$ cat config.mk
export PLATFORM = sky130hd
export DESIGN_NAME = stfa_ctrl
export DESIGN_NICKNAME = d
export VERILOG_FILES = /design/src/rtl/stfa_pkg.sv /design/src/rtl/stfa_ctrl.sv
export SDC_FILE = /design/constraint.sdc
export NUM_CORES = 1
export LEC_CHECK = 0
export BUFFER_PORTS_ARGS = -buffer_cell sky130_fd_sc_hd__clkbuf_2
export CORE_AREA = 2 2 39 41
export CTS_CLUSTER_DIAMETER = 60
export CTS_CLUSTER_SIZE = 12
export DETAILED_ROUTE_END_ITERATION = 10
export DIE_AREA = 0 0 41 43
export SYNTH_ARGS = -nofsm -noshare
export SYNTH_HDL_FRONTEND = slang
export SYNTH_SLANG_ARGS = --single-unit
export TNS_END_PERCENT = 100
$ cat constraint.sdc
create_clock -name clk -period 0.88 [get_ports clk]
set_input_delay 0.088 -clock clk [delete_from_list [all_inputs] [get_ports clk]]
set_output_delay 0.088 -clock clk [all_outputs]
set_load 0.05 [all_outputs]
$ cat src/rtl/stfa_pkg.sv
// Shared constants, request and status codes, and controller/datapath interface types.
`timescale 1ns / 1ps
`default_nettype none
package stfa_pkg;

	localparam int SLOT_COUNT_DEF = 256;
	localparam int VALUE_BITS_DEF = 32;

	localparam int KIND_W   = 2;
	localparam int SLOT_W   = 8;
	localparam int VALUE_W  = 32;
	localparam int STATUS_W = 2;
	localparam int COUNT_W  = 9;

	localparam logic [COUNT_W-1:0] CAP_RESET = 9'd256;

	localparam logic [KIND_W-1:0] KIND_GET   = 2'd0;
	localparam logic [KIND_W-1:0] KIND_SET   = 2'd1;
	localparam logic [KIND_W-1:0] KIND_PUSH  = 2'd2;
	localparam logic [KIND_W-1:0] KIND_ERASE = 2'd3;

	localparam logic [STATUS_W-1:0] ST_OK    = 2'd0;
	localparam logic [STATUS_W-1:0] ST_RANGE = 2'd1;
	localparam logic [STATUS_W-1:0] ST_FULL  = 2'd2;
	localparam logic [STATUS_W-1:0] ST_EMPTY = 2'd3;

	// controller -> datapath
	typedef struct packed {
		logic clear;    // clearing sweep write
		logic capture;  // latch request, issue memory reads
		logic commit;   // apply writes, load output register
	} ctrl_cmd_t;

	// datapath -> controller
	typedef struct packed {
		logic clr_last; // sweep at final entry
		logic out_free; // output register can take a result
	} dp_sts_t;

endpackage
`default_nettype wire

$ cat src/rtl/stfa_ctrl.sv
// Sequencing controller: clearing sweep, request capture and commit.
`timescale 1ns / 1ps
`default_nettype none
module stfa_ctrl (
	input  wire                   clk,
	input  wire                   arst_n,
	input  wire                   in_valid,
	output logic                  in_stall,
	input  wire stfa_pkg::dp_sts_t sts,
	output stfa_pkg::ctrl_cmd_t   cmd
);

	localparam logic [1:0] S_CLEAR = 2'd0;
	localparam logic [1:0] S_IDLE  = 2'd1;
	localparam logic [1:0] S_EXEC  = 2'd2;

	logic [1:0] state_q;
	logic [1:0] state_d;

	assign in_stall = (state_q != S_IDLE);

	always_comb begin
		state_d     = state_q;
		cmd.clear   = 1'b0;
		cmd.capture = 1'b0;
		cmd.commit  = 1'b0;
		case (state_q)
			S_CLEAR: begin
				cmd.clear = 1'b1;
				if (sts.clr_last) begin
					state_d = S_IDLE;
				end
			end
			S_IDLE: begin
				if (in_valid) begin
					cmd.capture = 1'b1;
					state_d     = S_EXEC;
				end
			end
			S_EXEC: begin
				// hold until the output register has room
				if (sts.out_free) begin
					cmd.commit = 1'b1;
					state_d    = S_IDLE;
				end
			end
			default: begin
				state_d = S_CLEAR;
			end
		endcase
	end

	always_ff @(posedge clk or negedge arst_n) begin
		if (!arst_n) begin
			state_q <= S_CLEAR;
		end else begin
			state_q <= state_d;
		end
	end

endmodule
`default_nettype wire

==> impl_metrics.yaml, run 1 <==
synthesis:
  syn_area_um2: 105
  post_synth_mux_area_share_pct: 9.52
  synth_flop_cell: "sky130_fd_sc_hd__dfrtp_1"
  synth_fa_ha_area_share_pct: 0
  number_of_warnings_printed_during_yosys_synthesis: 0
  yosys.area.top_type_share_pct: 47.6
  yosysSeqAreaShare_pct: 47.6
  syn_nets: 16
  flop_and_latch_count_out_of_synthesis: 2
  synth_top_family_by_area: "simple AND/OR/NAND/NOR gates"
  synth_enable_flop_cells: 0
  async_reset_ff_share_pct: 100
  yosys.area.top_type: "sky130_fd_sc_hd__dfrtp_1"
  synth_compound_area_share_pct: 14.3
  most_frequent_cell_after_synthesis: "sky130_fd_sc_hd__nor2_1"
  synthesized_instance_count: 11
  synth.distinct_cells: 8
  synthXorXnorAreaFrac_pct: 0
  synth_top_cells_by_area: "sky130_fd_sc_hd__dfrtp_1, sky130_fd_sc_hd__nor2_1, sky130_fd_sc_hd__mux2i_1, sky130_fd_sc_hd__and3b_1, sky130_fd_sc_hd__a21o_1"
  synthesis.area_per_instance_um2: 9.55
  ranking_of_synthesized_cells_by_instance_count: "sky130_fd_sc_hd__nor2_1, sky130_fd_sc_hd__dfrtp_1"
  synth-simple-area-share_pct: 25.0
cells_and_area:
  syn_to_final_growth_pct: 205
  final_core_utilization_pct: 23.1
  largest_register_ffs: 2
  largest_register: "state_q"
  layout_top_registers: "state_q: 2 flops"
  antenna-diode-count: 0
  drive_gt1_share_pct: 73.3
  post_layout_net_count: 36
route:
  length_of_the_first_detailed_routing_pass_in_iterations: 1
  average_vias_per_placed_instance: 3.33
  detailedRoute.firstIterationViolations: 0
  antenna_viol_nets_final: 0
  wire_per_inst_um: 8.09
  remaining_drc_errors: 0
  routed_wl_um: 372
  vias: 153
setup_path:
  worstPathCellList: "and3b_2 > buf_12"
  path_buf_inv: 1
  critPathSlowestCell: "sky130_fd_sc_hd__dfrtp_2"
  cp_class: "reg2out"
  setup.worst_path.end_class: "primary output"
  worst_path_dominant_cell_family: "flip-flops"
  worstPathArrival_ns: 1.08
  crit_path_max_fo: 4
  critPathLaunchType: "register"
  timing.critical_path.required_ns: 0.79
  cp_slowest_stage_delay_ns: 0.42
floorplan:
  initial_utilization_pct: 7.59
  floorplan.io_pins: 9
  chipWidth_um: 41
  placeableCoreArea_um2: 1380
  die_footprint_um2: 1760
  rows: 14
  die_height_um: 43
global_routing:
  vias_in_the_first_global_route: 153
  grt-ovfl-total: 0
  grt_start_max_net_pins: 5
  grt_pass1_wl_um: 524
  antenna_found_initial: 0
  grt.total_usage_pct: 5.51
status:
  failed_checks: "setup timing"
  status: "finished with violations"
timing:
  setup_total_negative_slack_ns: -1.17
  slew-limit-headroom_pct: 90.4
  layout_worst_path_cycle_share_pct: 133
  setup_slack_ns: -0.287
  layout_min_cycle_time_ns: 1.17
  grt_setup_unrepaired: "yes"
  max_freq_mhz: 857
  finalSetupViolations: 6
  timing.final.hold_violations: 0
  worst_clock_skew_ns: 0.00777
  timing_max_transition_violations_final: 0
  tightest_slew_ns: 0.140
clocking:
  cts_tree: "built"
  htreeDepth: 1
  clock_latency_ns: 0.23
  cts_num_sinks: 2
  clock_tree.buffer_depth: 2
  cts_made_buffers: 3
  clock_tree.root_cell: "sky130_fd_sc_hd__clkbuf_4"
  clkTransAtPathRegs_ns: 0.04
placed_design:
  place.gp.congestion: 0.496
  numPortBuffers: 8
power:
  pnr_total_power_w: 0.00141
  power.density_cell_area_nw_per_um2: 4420
  vdd.ir_drop.worst_mv: 0.827
  p_leak_nw: 0.164
flow_run:
  maxCapViolCount: 0
hold_path:
  holdCritPathClass: "in2reg"
-- worst reg2reg max path: cells and delay by family, from the launching register on --
kind | cells | cell delay [ns]
flip-flops | 1 | 0.42
multiplexers | 1 | 0.15
AO/OA/AOI/OAI | 1 | 0.08
buffers and inverters | 2 | 0.26
-- power breakdown --
part           leakage, nW  internal (W)  switching (W)
clock network       0.0150      0.000169      0.0000653
logic                0.125      0.000499       0.000488
registers           0.0240      0.000141      0.0000523
total                0.164      0.000809       0.000605
-- routing by layer --
layer / GRT usage [%] / routed length [µm] / vias to the layer above
li1: - / - / 73
met1: 2.88 / 106 / 70
met2: 7.81 / 225 / 8
met3: 1.57 / 20 / 2
met4: 12.0 / 19 / 0
met5: 0 / 0 / -
-- cells in the final DEF (no fill, tap or decap) --
cell type,n
sky130_fd_sc_hd__nand2b_4,1
sky130_fd_sc_hd__nor2_4,2
sky130_fd_sc_hd__and3b_2,1
sky130_fd_sc_hd__buf_4,5
sky130_fd_sc_hd__clkbuf_4,3
sky130_fd_sc_hd__dfrtp_1,1
sky130_fd_sc_hd__mux2i_1,1
sky130_fd_sc_hd__inv_1,1
sky130_fd_sc_hd__dfrtp_2,1
sky130_fd_sc_hd__clkbuf_1,1
sky130_fd_sc_hd__o21bai_1,1
sky130_fd_sc_hd__dlygate4sd3_1,1
sky130_fd_sc_hd__nor2_1,1
sky130_fd_sc_hd__buf_12,1
sky130_fd_sc_hd__buf_8,3
sky130_fd_sc_hd__a21o_1,1
sky130_fd_sc_hd__buf_6,1
sky130_fd_sc_hd__clkbuf_2,4
-- through the flow --
stage	hold WS (ns)	setup slack [ns]	cells	area [µm²]
final	0.142	-0.287	46	320
after global routing	0.165	-0.327	46	320
after CTS	0.138	-0.300	46	312
after detailed placement	-0.124	-0.136	39	230
after global placement	-0.125	-0.123	39	230
after floorplan	-0.208	-0.262	11	125
-- final timing paths --
path / startpoint / to / slack, ns / depth (start not counted)
setup reg to reg: state_q[0] / state_q[0] / -0.16 / 4
min in group asynchronous: arst_n / state_q[0] / 0.17 / 2
hold / removal: sts[1] / state_q[0] / 0.14 / 3
setup / recovery: state_q[0] / cmd[0] / -0.29 / 2
max in group asynchronous: arst_n / state_q[0] / 0.60 / 2
hold reg to reg: state_q[1] / state_q[0] / 0.59 / 2
-- area by class of cell --
| type | count | area, µm² |
|---|---|---|
| Inverter | 1 | 3.75 |
| Timing Repair Buffer | 15 | 144 |
| Multi-Input combinational cell | 8 | 75.1 |
| Fill cell | 157 | 1060 |
| Clock buffer | 4 | 26.3 |
| Sequential cell | 2 | 51.3 |
| Tap cell | 16 | 20.0 |
-- what timing repair did --
| item | CTS | global route |
|---|---|---|
| setup buffers | 3 | 0 |
| pin swaps | 1 | 0 |
| hold endpoints to repair | 2 | 0 |
| gates resized for setup | 7 | 4 |
| cloned | 0 | 0 |
| hold buffers | 1 | 0 |
| endpoints found under the setup margin | 6 | 6 |
-- kinds of logic after synthesis --
family / Yosys count
DFF: 2
muxes: 1
buffers and inverters: 1
AOI/OAI and AO/OA: 2
and+or+nand+nor: 5
(Power assumes the default switching activity.)
==> inputs of run 2 (changes only) <==
--- a/config.mk
+++ b/config.mk
@@ -5,6 +5,7 @@
 export SDC_FILE = /design/constraint.sdc
 export NUM_CORES = 1
 export LEC_CHECK = 0
+export ABC_AREA = 1
 export BUFFER_PORTS_ARGS = -buffer_cell sky130_fd_sc_hd__clkbuf_2
 export CORE_AREA = 2 2 39 41
 export CTS_CLUSTER_DIAMETER = 60
==> run 2 against run 1 <==
Utilization is 0.090 points higher. Fmax up 4.5%. Count of clock-buffer cells in the layout unchanged. Routed wire length unchanged. Synthesized cell count increased by 55%. Critical path type unchanged. Largest power group unchanged. Critical endpoint unchanged. Power increased by 1.0%. First-iteration DRC count rose by 5. The flow still finishes with violations (setup timing).
==> impl_metrics.yaml, run 2 <==
synthesis:
  synth_top_cells_by_area: "sky130_fd_sc_hd__dfrtp_1, sky130_fd_sc_hd__inv_1, sky130_fd_sc_hd__nand2_1, sky130_fd_sc_hd__nor2_1, sky130_fd_sc_hd__nand3_2"
  ranking_of_synthesized_cells_by_instance_count: "sky130_fd_sc_hd__inv_1, sky130_fd_sc_hd__nand2_1, sky130_fd_sc_hd__nor2_1"
  yosysSeqAreaShare_pct: 43.0
  syn_nets: 22
  synth_flop_cell: "sky130_fd_sc_hd__dfrtp_1"
  flop_and_latch_count_out_of_synthesis: 2
  async_reset_ff_share_pct: 100
  synth.distinct_cells: 9
  yosys.area.top_type: "sky130_fd_sc_hd__dfrtp_1"
  syn_area_um2: 116
  synthesis.area_per_instance_um2: 6.84
  synth_enable_flop_cells: 0
  most_frequent_cell_after_synthesis: "sky130_fd_sc_hd__inv_1"
  yosys.area.top_type_share_pct: 43.0
  synthesized_instance_count: 17
  number_of_warnings_printed_during_yosys_synthesis: 0
timing:
  finalHoldWorstSlack_ns: 0.152
  slew-limit-headroom_pct: 86.4
  timing_max_transition_violations_final: 0
  max_freq_mhz: 896
  grt_setup_unrepaired: "yes"
  timing.final.hold_violations: 0
  layout_worst_path_cycle_share_pct: 127
  worst_clock_skew_ns: 0.00649
  tightest_slew_ns: 0.205
  layout_min_cycle_time_ns: 1.12
  setup_slack_ns: -0.237
  finalSetupViolations: 5
clocking:
  cts_made_buffers: 3
  htreeDepth: 1
  clock_tree.root_cell: "sky130_fd_sc_hd__clkbuf_4"
  clock_latency_ns: 0.23
  clkTransAtPathRegs_ns: 0.04
  cts_num_sinks: 2
  cts_tree: "built"
  clock_tree.buffer_depth: 2
global_routing:
  grt_pass1_wl_um: 503
  grt_util_met2_pct: 6.56
  grt-ovfl-total: 0
  grt.total_usage_pct: 5.02
  vias_in_the_first_global_route: 168
  antenna_found_initial: 0
  grt_start_max_net_pins: 5
  met1_usage_pct: 3.54
  gr-max-usage-layer: "met4"
  use_met3_pct: 1.57
floorplan:
  floorplan.io_pins: 9
  rows: 14
  die_footprint_um2: 1760
  initial_utilization_pct: 8.41
  die_height_um: 43
  placeableCoreArea_um2: 1380
  chipWidth_um: 41
cells_and_area:
  post_layout_net_count: 39
  mostFrequentLayoutCells: "sky130_fd_sc_hd__clkbuf_2, sky130_fd_sc_hd__inv_1, sky130_fd_sc_hd__clkbuf_4, sky130_fd_sc_hd__buf_8, sky130_fd_sc_hd__buf_4"
  leading_cell_type_in_the_layout_fill_and_taps_excluded: "sky130_fd_sc_hd__clkbuf_2"
  layoutNonFillerInstCount: 49
  final_core_utilization_pct: 23.2
  syn_to_final_growth_pct: 176
  layout_top_registers: "state_q: 2 flops"
  filler_cell_count: 158
  antenna-diode-count: 0
  largest_register_ffs: 2
  drive_gt1_share_pct: 66.7
  largest_register: "state_q"
placed_design:
  dpl.hpwl_um: 251
  place.gp.congestion: 0.611
  dp.cells: 42
  numPortBuffers: 8
setup_path:
  worstSetupStartpoint: "state_q[0]"
  cp_class: "reg2out"
  worstPathCellList: "nor3_4 > buf_8"
  worst_path_dominant_cell_family: "flip-flops"
  critPathLaunchType: "register"
  rr_startpoint: "state_q[1]"
  setup.worst_path.end_class: "primary output"
  timing.critical_path.required_ns: 0.79
  cp_slowest_stage_delay_ns: 0.47
  path_buf_inv: 1
  critPathSlowestCell: "sky130_fd_sc_hd__dfrtp_2"
  crit_path_max_fo: 4
  worstPathArrival_ns: 1.03
route:
  antenna_viol_nets_final: 0
  vias: 163
  length_of_the_first_detailed_routing_pass_in_iterations: 2
  detailedRoute.firstIterationViolations: 5
  routed_wl_um: 372
  remaining_drc_errors: 0
  wire_per_inst_um: 7.59
  average_vias_per_placed_instance: 3.33
flow_run:
  maxCapViolCount: 0
power:
  power.density_cell_area_nw_per_um2: 4450
  pnr_total_power_w: 0.00143
  vdd.ir_drop.worst_mv: 0.742
  p_leak_nw: 0.154
hold_path:
  holdCritPathClass: "in2reg"
  worst_hold_startpoint: "sts[1]"
status:
  status: "finished with violations"
  failed_checks: "setup timing"
-- run 2: changes by cell type after synthesis --
cell | previous run | this run
sky130_fd_sc_hd__a21o_1 | 1 | 0
sky130_fd_sc_hd__a21oi_1 | 0 | 1
sky130_fd_sc_hd__and3b_1 | 1 | 0
sky130_fd_sc_hd__clkinv_1 | 0 | 1
sky130_fd_sc_hd__inv_1 | 1 | 4
sky130_fd_sc_hd__mux2i_1 | 1 | 0
sky130_fd_sc_hd__nand2_1 | 0 | 3
sky130_fd_sc_hd__nand2b_1 | 1 | 0
sky130_fd_sc_hd__nand3_2 | 0 | 1
sky130_fd_sc_hd__nor3_1 | 0 | 1
sky130_fd_sc_hd__o21ai_1 | 0 | 1
sky130_fd_sc_hd__o21bai_1 | 1 | 0
-- run 2: layer usage --
layer  routed length [µm]  vias up  share of wire, %
met2                  219        6                59
met4                   19        0               5.1
li1                     -       84                 -
met3                   14        2               3.8
met5                    0        -                 0
met1                  119       71                32
-- run 2: final cells by class --
class / instances / area [µm²] / share of cell area (%)
inverters: 5 / 21.3 / 6.61
flip-flops and latches: 2 / 51.3 / 16.0
well taps: 16 / 20.0 / 6.23
clock buffers: 4 / 26.3 / 8.17
repair buffers: 12 / 109 / 33.9
multi-input cells: 10 / 93.8 / 29.2
-- run 2: stage by stage --
| step | setup WS, ns | cell area, µm² | setup TNS, ns |
|---|---|---|---|
| after floorplan | -0.197 | 160 | -0.545 |
| after global placement | -0.147 | 228 | -0.418 |
| after detailed placement | -0.150 | 228 | -0.412 |
| after CTS | -0.274 | 300 | -1.06 |
| after global routing | -0.277 | 322 | -1.15 |
| final | -0.237 | 322 | -0.898 |
-- run 2: kinds of logic after synthesis --
| group | count (synthesis) | share of synthesized area [%] |
|---|---|---|
| flip-flops | 2 | 43.0 |
| AO/OA/AOI/OAI | 2 | 8.59 |
| buffers and inverters | 5 | 16.1 |
| AND/OR/NAND/NOR | 8 | 32.3 |
-- run 2: final timing paths --
path / endpoint / slack [ns] / depth (start not counted)
min: state_q[0] / 0.15 / 5
max reg2reg: state_q[0] / -0.03 / 5
max in group asynchronous: state_q[0] / 0.59 / 2
min reg2reg: state_q[1] / 0.70 / 4
min in group asynchronous: state_q[0] / 0.18 / 2
max: cmd[0] / -0.24 / 2
-- run 2: power by group --
| group | leakage (nW) | switching (W) | internal [W] |
|---|---|---|---|
| Combinational | 0.116 | 0.000551 | 0.000411 |
| Clock | 0.0150 | 0.0000596 | 0.000169 |
| Sequential | 0.0235 | 0.0000971 | 0.000142 |
-- run 2: tightest hold or removal path: cells and delay by family --
kind / cells / cell delay [ns]
buffers and inverters: 2 / 0.12
AND/OR/NAND/NOR: 3 / 0.13
-- run 2: repair_timing --
item | in CTS | in global routing
pin swaps | 3 | 1
setup endpoints to repair | 4 | 6
hold buffers | 1 | 0
cloned | 0 | 0
hold endpoints to repair | 2 | 0
buffers inserted | 1 | 1
gates resized for setup | 7 | 7
